--- src/rtl/core/pts_pkg.sv ---
// shared types, codes, reset values and helper functions of the pan/tilt smoother
// no dependencies; used by pts_blend and pan_tilt_servo_smoother
package pts_pkg;

    // reset values
    localparam logic [7:0]  START_STEP       = 8'd1;
    localparam logic [7:0]  RESET_ANGLE      = 8'd90;
    localparam logic [15:0] RESET_SMOOTH     = 16'd23040;
    localparam logic [7:0]  RESET_PAN_LIMIT  = 8'd180;
    localparam logic [7:0]  RESET_TILT_LOW   = 8'd0;
    localparam logic [7:0]  RESET_TILT_HIGH  = 8'd180;
    localparam logic [7:0]  RESET_STEP_LOW   = 8'd1;
    localparam logic [7:0]  RESET_STEP_HIGH  = 8'd10;
    localparam logic [7:0]  RESET_CENTRE     = 8'd90;
    localparam logic [8:0]  RESET_NEW_WEIGHT = 9'd64;
    localparam logic [8:0]  RESET_OLD_WEIGHT = 9'd192;

    // command codes
    typedef enum logic [3:0] {
        CMD_TICK       = 4'd0,
        CMD_SET_PAN    = 4'd1,
        CMD_SET_TILT   = 4'd2,
        CMD_SET_BOTH   = 4'd3,
        CMD_PAN_UP     = 4'd4,
        CMD_PAN_DOWN   = 4'd5,
        CMD_TILT_UP    = 4'd6,
        CMD_TILT_DOWN  = 4'd7,
        CMD_STEP_UP    = 4'd8,
        CMD_STEP_DOWN  = 4'd9,
        CMD_HOME       = 4'd10,
        CMD_STORE_HOME = 4'd11,
        CMD_REINIT     = 4'd12
    } t_cmd;

    // configuration register indexes
    typedef enum logic [2:0] {
        REG_PAN_LIMIT  = 3'd0,
        REG_TILT_LOW   = 3'd1,
        REG_TILT_HIGH  = 3'd2,
        REG_STEP_LOW   = 3'd3,
        REG_STEP_HIGH  = 3'd4,
        REG_CENTRE     = 3'd5,
        REG_NEW_WEIGHT = 3'd6,
        REG_OLD_WEIGHT = 3'd7
    } t_cfg_reg;

    // smoothing weights, Q1.8
    typedef struct packed {
        logic [8:0] new_w;
        logic [8:0] old_w;
    } t_weights;

    // one result transaction
    typedef struct packed {
        logic [7:0] pan_target;
        logic [7:0] tilt_target;
        logic [7:0] step_now;
        logic [7:0] pan_home;
        logic [7:0] tilt_home;
        logic [7:0] pan_drive;
        logic [7:0] tilt_drive;
        logic       drive_valid;
    } t_result;

    // pan range check
    function automatic logic pan_fits(input logic [7:0] v, input logic [7:0] limit);
        return v <= limit;
    endfunction

    // tilt range check, empty when low is above high
    function automatic logic tilt_fits(input logic [7:0] v, input logic [7:0] lo,
                                       input logic [7:0] hi);
        return (v >= lo) && (v <= hi);
    endfunction

    // Q8.8 to angle, round half up, saturate at 255
    function automatic logic [7:0] drive_of(input logic [15:0] s);
        logic [16:0] sum;
        sum = {1'b0, s} + 17'd128;
        return sum[16] ? 8'hFF : sum[15:8];
    endfunction

endpackage

--- src/rtl/core/pts_blend.sv ---
// exponential smoothing step for one axis: Q8.8 position blended toward a target
// depends on pts_pkg (t_weights)
module pts_blend (
    input  logic [7:0]          i_goal,
    input  logic [15:0]         i_smooth,
    input  pts_pkg::t_weights   i_weights,
    output logic [15:0]         o_smooth
);

    logic [16:0] w_new_prod;
    logic [24:0] w_old_prod;
    logic [26:0] w_sum;
    logic [18:0] w_shifted;

    // two short products, no chaining
    assign w_new_prod = 17'(i_goal) * 17'(i_weights.new_w);
    assign w_old_prod = 25'(i_smooth) * 25'(i_weights.old_w);

    // sum with half-lsb rounding, then back to Q8.8
    assign w_sum     = 27'({w_new_prod, 8'h00}) + 27'(w_old_prod) + 27'd128;
    assign w_shifted = w_sum[26:8];

    // saturate at full scale
    assign o_smooth = (|w_shifted[18:16]) ? 16'hFFFF : w_shifted[15:0];

endmodule

--- src/rtl/core/pan_tilt_servo_smoother.sv ---
// top level of the pan/tilt servo target keeper with exponential smoothing
// depends on pts_pkg and pts_blend
//
// channel   direction  handshake            payload
// input     in         i_valid / o_stall    i_cmd, i_angle
// result    out        o_valid / i_stall    o_pan_target .. o_drive_valid
// config    in         i_cfg_wr_en          i_cfg_index, i_cfg_data
//
// one transaction per cycle sustained while i_stall is low; path is input register,
// then one pass of command logic and the two blend multipliers into the result register
// a two-entry result buffer (output register plus skid) keeps input flowing while
// a result waits; o_stall rises only when both entries are full
// reset is synchronous, active low, and clears control and state to defaults
module pan_tilt_servo_smoother (
    input  logic        i_clk,
    input  logic        i_rst_n,
    // config
    input  logic        i_cfg_wr_en,
    input  logic [2:0]  i_cfg_index,
    input  logic [8:0]  i_cfg_data,
    // input channel
    input  logic        i_valid,
    output logic        o_stall,
    input  logic [3:0]  i_cmd,
    input  logic [7:0]  i_angle,
    // result channel
    output logic        o_valid,
    input  logic        i_stall,
    output logic [7:0]  o_pan_target,
    output logic [7:0]  o_tilt_target,
    output logic [7:0]  o_step_now,
    output logic [7:0]  o_pan_home,
    output logic [7:0]  o_tilt_home,
    output logic [7:0]  o_pan_drive,
    output logic [7:0]  o_tilt_drive,
    output logic        o_drive_valid
);

    // config registers
    logic [7:0] r_pan_limit, r_tilt_low, r_tilt_high, r_step_low, r_step_high, r_centre;
    logic [8:0] r_new_weight, r_old_weight;

    // state
    logic [7:0]  r_pan_goal, r_tilt_goal, r_step, r_pan_rest, r_tilt_rest;
    logic [15:0] r_pan_smooth, r_tilt_smooth;
    logic [7:0]  n_pan_goal, n_tilt_goal, n_step, n_pan_rest, n_tilt_rest;
    logic [15:0] n_pan_smooth, n_tilt_smooth;
    logic        n_drive_valid;

    // input register
    logic       r_a_valid;
    logic [3:0] r_a_cmd;
    logic [7:0] r_a_angle;

    // result buffer
    logic              r_o_valid, r_skid_valid;
    pts_pkg::t_result  r_out, r_skid, n_result;

    logic              w_in_acc, w_a_move, w_out_take;
    pts_pkg::t_weights w_weights;
    logic [15:0]       w_pan_blend, w_tilt_blend;
    logic [7:0]        w_pan_up, w_pan_down, w_tilt_up, w_tilt_down;

    // handshake
    assign o_stall    = r_a_valid && r_skid_valid;
    assign w_in_acc   = i_valid && !o_stall;
    assign w_a_move   = r_a_valid && !r_skid_valid;
    assign w_out_take = r_o_valid && !i_stall;

    // config writes
    always_ff @(posedge i_clk) begin
        if (!i_rst_n) begin
            r_pan_limit  <= pts_pkg::RESET_PAN_LIMIT;
            r_tilt_low   <= pts_pkg::RESET_TILT_LOW;
            r_tilt_high  <= pts_pkg::RESET_TILT_HIGH;
            r_step_low   <= pts_pkg::RESET_STEP_LOW;
            r_step_high  <= pts_pkg::RESET_STEP_HIGH;
            r_centre     <= pts_pkg::RESET_CENTRE;
            r_new_weight <= pts_pkg::RESET_NEW_WEIGHT;
            r_old_weight <= pts_pkg::RESET_OLD_WEIGHT;
        end else if (i_cfg_wr_en) begin
            case (i_cfg_index)
                pts_pkg::REG_PAN_LIMIT:  r_pan_limit  <= i_cfg_data[7:0];
                pts_pkg::REG_TILT_LOW:   r_tilt_low   <= i_cfg_data[7:0];
                pts_pkg::REG_TILT_HIGH:  r_tilt_high  <= i_cfg_data[7:0];
                pts_pkg::REG_STEP_LOW:   r_step_low   <= i_cfg_data[7:0];
                pts_pkg::REG_STEP_HIGH:  r_step_high  <= i_cfg_data[7:0];
                pts_pkg::REG_CENTRE:     r_centre     <= i_cfg_data[7:0];
                pts_pkg::REG_NEW_WEIGHT: r_new_weight <= i_cfg_data;
                pts_pkg::REG_OLD_WEIGHT: r_old_weight <= i_cfg_data;
                default: begin
                end
            endcase
        end
    end

    // input register
    always_ff @(posedge i_clk) begin
        if (!i_rst_n) begin
            r_a_valid <= 1'b0;
        end else if (w_in_acc) begin
            r_a_valid <= 1'b1;
        end else if (w_a_move) begin
            r_a_valid <= 1'b0;
        end
    end

    always_ff @(posedge i_clk) begin
        if (w_in_acc) begin
            r_a_cmd   <= i_cmd;
            r_a_angle <= i_angle;
        end
    end

    // blend units
    assign w_weights.new_w = r_new_weight;
    assign w_weights.old_w = r_old_weight;

    pts_blend u_pan_blend (
        .i_goal    (r_pan_goal),
        .i_smooth  (r_pan_smooth),
        .i_weights (w_weights),
        .o_smooth  (w_pan_blend)
    );

    pts_blend u_tilt_blend (
        .i_goal    (r_tilt_goal),
        .i_smooth  (r_tilt_smooth),
        .i_weights (w_weights),
        .o_smooth  (w_tilt_blend)
    );

    // stepped targets, wrapping mod 256
    assign w_pan_up    = r_pan_goal + r_step;
    assign w_pan_down  = r_pan_goal - r_step;
    assign w_tilt_up   = r_tilt_goal + r_step;
    assign w_tilt_down = r_tilt_goal - r_step;

    // command decode and next state
    always_comb begin
        n_pan_goal    = r_pan_goal;
        n_tilt_goal   = r_tilt_goal;
        n_step        = r_step;
        n_pan_rest    = r_pan_rest;
        n_tilt_rest   = r_tilt_rest;
        n_pan_smooth  = r_pan_smooth;
        n_tilt_smooth = r_tilt_smooth;
        n_drive_valid = 1'b0;
        case (r_a_cmd)
            pts_pkg::CMD_TICK: begin
                n_pan_smooth  = w_pan_blend;
                n_tilt_smooth = w_tilt_blend;
                n_drive_valid = 1'b1;
            end
            pts_pkg::CMD_SET_PAN: begin
                if (pts_pkg::pan_fits(r_a_angle, r_pan_limit)) n_pan_goal = r_a_angle;
            end
            pts_pkg::CMD_SET_TILT: begin
                if (pts_pkg::tilt_fits(r_a_angle, r_tilt_low, r_tilt_high))
                    n_tilt_goal = r_a_angle;
            end
            pts_pkg::CMD_SET_BOTH: begin
                if (pts_pkg::pan_fits(r_a_angle, r_pan_limit)) n_pan_goal = r_a_angle;
                if (pts_pkg::tilt_fits(r_a_angle, r_tilt_low, r_tilt_high))
                    n_tilt_goal = r_a_angle;
            end
            pts_pkg::CMD_PAN_UP: begin
                if (pts_pkg::pan_fits(w_pan_up, r_pan_limit)) n_pan_goal = w_pan_up;
            end
            pts_pkg::CMD_PAN_DOWN: begin
                if (pts_pkg::pan_fits(w_pan_down, r_pan_limit)) n_pan_goal = w_pan_down;
            end
            pts_pkg::CMD_TILT_UP: begin
                if (pts_pkg::tilt_fits(w_tilt_up, r_tilt_low, r_tilt_high))
                    n_tilt_goal = w_tilt_up;
            end
            pts_pkg::CMD_TILT_DOWN: begin
                if (pts_pkg::tilt_fits(w_tilt_down, r_tilt_low, r_tilt_high))
                    n_tilt_goal = w_tilt_down;
            end
            pts_pkg::CMD_STEP_UP: begin
                if (r_step < r_step_high) n_step = r_step + 8'd1;
            end
            pts_pkg::CMD_STEP_DOWN: begin
                if (r_step > r_step_low) n_step = r_step - 8'd1;
            end
            pts_pkg::CMD_HOME: begin
                if (pts_pkg::pan_fits(r_pan_rest, r_pan_limit)) n_pan_goal = r_pan_rest;
                if (pts_pkg::tilt_fits(r_tilt_rest, r_tilt_low, r_tilt_high))
                    n_tilt_goal = r_tilt_rest;
            end
            pts_pkg::CMD_STORE_HOME: begin
                n_pan_rest  = r_pan_goal;
                n_tilt_rest = r_tilt_goal;
            end
            pts_pkg::CMD_REINIT: begin
                n_pan_smooth  = {r_centre, 8'h00};
                n_tilt_smooth = {r_centre, 8'h00};
                if (pts_pkg::pan_fits(r_centre, r_pan_limit)) n_pan_goal = r_centre;
                if (pts_pkg::tilt_fits(r_centre, r_tilt_low, r_tilt_high))
                    n_tilt_goal = r_centre;
                n_step      = pts_pkg::START_STEP;
                n_pan_rest  = r_centre;
                n_tilt_rest = r_centre;
            end
            default: begin
            end
        endcase
    end

    // result of this transaction
    always_comb begin
        n_result.pan_target  = n_pan_goal;
        n_result.tilt_target = n_tilt_goal;
        n_result.step_now    = n_step;
        n_result.pan_home    = n_pan_rest;
        n_result.tilt_home   = n_tilt_rest;
        n_result.pan_drive   = pts_pkg::drive_of(n_pan_smooth);
        n_result.tilt_drive  = pts_pkg::drive_of(n_tilt_smooth);
        n_result.drive_valid = n_drive_valid;
    end

    // state update
    always_ff @(posedge i_clk) begin
        if (!i_rst_n) begin
            r_pan_goal    <= pts_pkg::RESET_ANGLE;
            r_tilt_goal   <= pts_pkg::RESET_ANGLE;
            r_step        <= pts_pkg::START_STEP;
            r_pan_rest    <= pts_pkg::RESET_ANGLE;
            r_tilt_rest   <= pts_pkg::RESET_ANGLE;
            r_pan_smooth  <= pts_pkg::RESET_SMOOTH;
            r_tilt_smooth <= pts_pkg::RESET_SMOOTH;
        end else if (w_a_move) begin
            r_pan_goal    <= n_pan_goal;
            r_tilt_goal   <= n_tilt_goal;
            r_step        <= n_step;
            r_pan_rest    <= n_pan_rest;
            r_tilt_rest   <= n_tilt_rest;
            r_pan_smooth  <= n_pan_smooth;
            r_tilt_smooth <= n_tilt_smooth;
        end
    end

    // result buffer control: output register first, skid when it is held
    always_ff @(posedge i_clk) begin
        if (!i_rst_n) begin
            r_o_valid    <= 1'b0;
            r_skid_valid <= 1'b0;
        end else begin
            if (w_a_move) begin
                if (!r_o_valid || w_out_take) begin
                    r_o_valid <= 1'b1;
                end else begin
                    r_skid_valid <= 1'b1;
                end
            end else if (w_out_take) begin
                r_o_valid    <= r_skid_valid;
                r_skid_valid <= 1'b0;
            end
        end
    end

    // result buffer payload
    always_ff @(posedge i_clk) begin
        if (w_a_move) begin
            if (!r_o_valid || w_out_take) begin
                r_out <= n_result;
            end else begin
                r_skid <= n_result;
            end
        end else if (w_out_take && r_skid_valid) begin
            r_out <= r_skid;
        end
    end

    // outputs
    assign o_valid       = r_o_valid;
    assign o_pan_target  = r_out.pan_target;
    assign o_tilt_target = r_out.tilt_target;
    assign o_step_now    = r_out.step_now;
    assign o_pan_home    = r_out.pan_home;
    assign o_tilt_home   = r_out.tilt_home;
    assign o_pan_drive   = r_out.pan_drive;
    assign o_tilt_drive  = r_out.tilt_drive;
    assign o_drive_valid = r_out.drive_valid;

endmodule

--- config.mk ---
export PLATFORM = sky130hd
export DESIGN_NAME = pan_tilt_servo_smoother
export DESIGN_NICKNAME = d
export VERILOG_FILES = /design/src/rtl/core/pts_pkg.sv /design/src/rtl/core/pts_blend.sv /design/src/rtl/core/pan_tilt_servo_smoother.sv
export SDC_FILE = /design/constraint.sdc
export NUM_CORES = 2
export LEC_CHECK = 0
export BUFFER_PORTS_ARGS = -buffer_cell sky130_fd_sc_hd__buf_4
export CORE_ASPECT_RATIO = 2
export CORE_MARGIN = 5
export CORE_UTILIZATION = 53
export DETAILED_ROUTE_END_ITERATION = 7
export GPL_ROUTABILITY_DRIVEN = 0
export PLACE_DENSITY = 0.78
export SLEW_MARGIN = 20
export SYNTH_ARGS = -nofsm -noshare
export SYNTH_HDL_FRONTEND = slang
export SYNTH_SLANG_ARGS = --single-unit
--- constraint.sdc ---
create_clock -name i_clk -period 11.5 [get_ports i_clk]
set_input_delay 3.45 -clock i_clk [delete_from_list [all_inputs] [get_ports i_clk]]
set_output_delay 3.45 -clock i_clk [all_outputs]
set_load 0.005 [all_outputs]
==> flow_metrics.env <==
export IMPL_synth_edf_count=126
export IMPL_hp_class="reg2reg"
export IMPL_outcome="complete, no violations"
export IMPL_start_util=0.534
export IMPL_synth_cell_types=102
export IMPL_drt_first_pass_iters=6
export IMPL_regToRegStartpoint="r_tilt_goal[2]$_SDFFE_PN0P_"
export IMPL_period_needed_ns=9.38
export IMPL_antenna_found_initial=1
export IMPL_vdd_ir_drop_max_uv=130
export IMPL_min_from="r_tilt_low[7]$_SDFFE_PN0P_"
export IMPL_root_buffer="clkbuf_16"
export IMPL_cts_resized=0
export IMPL_vias=27476
export IMPL_r2r_slack_ns=2.12
export IMPL_skew_ns=0.0203
export IMPL_fp_coreArea_sq_um=59900
export IMPL_critPathLaunchType="flip-flop"
export IMPL_cts_buffers=24
export IMPL_finalCritPeriodShare=0.816
export IMPL_avgSynthCellArea_sq_um=8.72
export IMPL_cts_hold_buf=0
export IMPL_tritoncts="yes"
export IMPL_fin_area_sq_um=33900
export IMPL_wl_met3_mm=7.73
export IMPL_fp_dieH_um=357
export IMPL_relSlewSlack=0.215
export IMPL_routed_top_layer="met5"
export IMPL_cp_required_ns=11.85
export IMPL_drt_met1_wl_mm=30.8
export IMPL_layout_drive_gt1_share=0.0620
export IMPL_antenna_cells=0
export IMPL_report_final_hold_viol_count=0
export IMPL_crit_start="r_tilt_goal[2]$_SDFFE_PN0P_"
export IMPL_seq_area_frac_synth=0.207
export IMPL_worst_pin_slew_ns=1.16
export IMPL_cts_setup_buffers=0
export IMPL_clockBufferDepth=3
export IMPL_fmax_ghz=0.107
export IMPL_via_per_inst=6.22
export IMPL_grt_pass1_wl_mm=157
export IMPL_syn_area_sq_um=32000
export IMPL_setup_violations=0
export IMPL_wl_per_cell_um=23.1
export IMPL_cp_common_cell="fa_1"
export IMPL_fp_dieW_um=184
export IMPL_ios=88
export IMPL_cp_max_fo=18
export IMPL_async_flop_share=0
export IMPL_grt_ovfl_total=0
export IMPL_synth_cells=3668
export IMPL_grt_pass1_vias=28413
export IMPL_crit_slowest_cell="or4_1"
export IMPL_crit_arrival_ns=9.73
export IMPL_endpoint_kind="flip-flop"
export IMPL_post_dp_hpwl_mm=78.3
export IMPL_grt_max_degree=97
export IMPL_synth_nets=4352
export IMPL_synth_ff_type="dfxtp_1"
export IMPL_powerDensity_nw_per_um2=102
export IMPL_wl_mm=102
export IMPL_clk_latency_ns=0.60
export IMPL_tns_ns=0
export IMPL_synth_seq_cells=267
export IMPL_cts_sinks=267
export IMPL_detail_route_iter0_violations=2267
export IMPL_leakagePower_nw=16.0
export IMPL_rows=127
export IMPL_drc=0
export IMPL_route_met2_wl_mm=50.8
export IMPL_clk_pin_slew_ns=0.07
export IMPL_layout_nets=4311
export IMPL_postPlaceCellArea_sq_um=33100
export IMPL_critical_path_max_stage_delay_ns=0.55
export IMPL_postRouteAntennaNets=0
export IMPL_dieArea_sq_um=65600
export IMPL_maxCapViolCount=0
export IMPL_crit_type="reg2reg"
export IMPL_grt_total_usage=0.312
export IMPL_synth_warnings=0
export IMPL_rsz0062_at_grt="no"
export IMPL_placement_io_buffers=87
export IMPL_h_tree_depth=1
export IMPL_area_delta_synth_final_pct=5.86
export IMPL_drv_slew=0
==> stage by stage <==
step / hold WS [ns] / util / cells / setup slack, ns / power (W)
after floorplan: 0.443 / - / 3668 / 3.01 / 0.00219
after global placement: 0.450 / 0.552 / 4375 / 2.49 / 0.00255
after detailed placement: 0.459 / 0.552 / 4375 / 2.24 / 0.00258
after CTS: 0.468 / 0.565 / 4419 / 2.22 / 0.00341
after global routing: 0.477 / 0.565 / 4419 / 1.43 / 0.00363
final: 0.468 / 0.565 / 4419 / 2.12 / 0.00344
==> path summary, 6_finish.rpt <==
kind,to,cells after the start
hold reg to reg,r_tilt_low[7]$_SDFFE_PN0P_,2
setup / recovery,o_tilt_drive[7]$_DFFE_PP_,35
hold / removal,r_tilt_low[7]$_SDFFE_PN0P_,2
setup reg to reg,o_tilt_drive[7]$_DFFE_PP_,35
==> area by class of cell <==
class / count / area [sq um]
Fill cell: 5270 / 26100
Multi-Input combinational cell: 2805 / 23100
Sequential cell: 267 / 6610
Inverter: 407 / 1530
Tap cell: 774 / 968
Timing Repair Buffer: 122 / 916
Clock buffer: 28 / 626
Clock inverter: 16 / 140
==> power breakdown <==
group,switching [W],internal [W],leakage [nW],total [W]
logic,0.000924,0.000581,13.3,0.00151
registers,0.0000687,0.00104,2.32,0.00110
clock network,0.000409,0.000419,0.365,0.000829
total,0.00140,0.00204,16.0,0.00344
==> placed cells by master (no fill, tap or decap), drive strengths merged, types with 26 or more instances in the layout <==
cell type,n
mux2i,45
o211ai,29
o21a,28
nor2,217
a21oi,162
inv,410
and2,234
o21ai,159
and3,35
o21bai,26
a21o,70
nand2,515
nand3,78
nand4,26
edfxtp,126
buf,122
dfxtp,141
xnor2,64
fa,318
clkbuf,28
xor2,40
ha,337
nand2b,37
nor2b,38
a21boi,76
==> sequential cells by signal, summed over array words and instances (netlist names), 9 cells and up <==
register / count
r_tilt_smooth: 16
r_skid: 57
r_new_weight: 9
r_old_weight: 9
r_pan_smooth: 16
==> kinds of logic after synthesis <==
family / Yosys count / share of synthesized area
and+or+nand+nor: 1266 / 0.191
AOI/OAI and AO/OA: 718 / 0.150
adders and majority gates: 655 / 0.331
buffers and inverters: 596 / 0.0734
DFF: 267 / 0.207
xor gates and xnor gates: 104 / 0.0287
muxes: 62 / 0.0202
==> Yosys cell counts (28+ instances only) <==
cell type | instances | area (sq um)
inv_1 | 407 | 1530
nor2_1 | 217 | 815
and2_1 | 226 | 1410
o21ai_0 | 154 | 771
a21o_1 | 68 | 510
and3_1 | 34 | 213
o21a_1 | 28 | 210
clkbuf_1 | 163 | 612
ha_1 | 337 | 4220
nand2_1 | 514 | 1930
a21boi_0 | 74 | 556
fa_1 | 318 | 6370
nand3_1 | 77 | 385
xnor2_1 | 64 | 561
a21oi_1 | 158 | 791
edfxtp_1 | 126 | 3780
nand2b_1 | 37 | 231
nor2b_1 | 38 | 238
mux2i_1 | 45 | 450
dfxtp_1 | 141 | 2820
xor2_1 | 39 | 342
==> worst max-delay path: cells and delay by family, from the launching register on <==
kind | cells | cell delay (ns)
mux | 3 | 0.82
flops | 1 | 0.52
xor+xnor | 1 | 0.23
simple gates | 12 | 2.45
buf+inv | 4 | 0.24
fa+ha+maj | 8 | 3.36
compound gates | 7 | 1.51
==> routing by layer <==
layer  global-route usage  vias to the layer above
met5                    0                        -
met4                0.303                        2
met3               0.0607                      666
met2                0.549                     1434
met1                0.293                    13183
li1                     -                    12191
No activity file was read; power rests on OpenSTA's default activity.
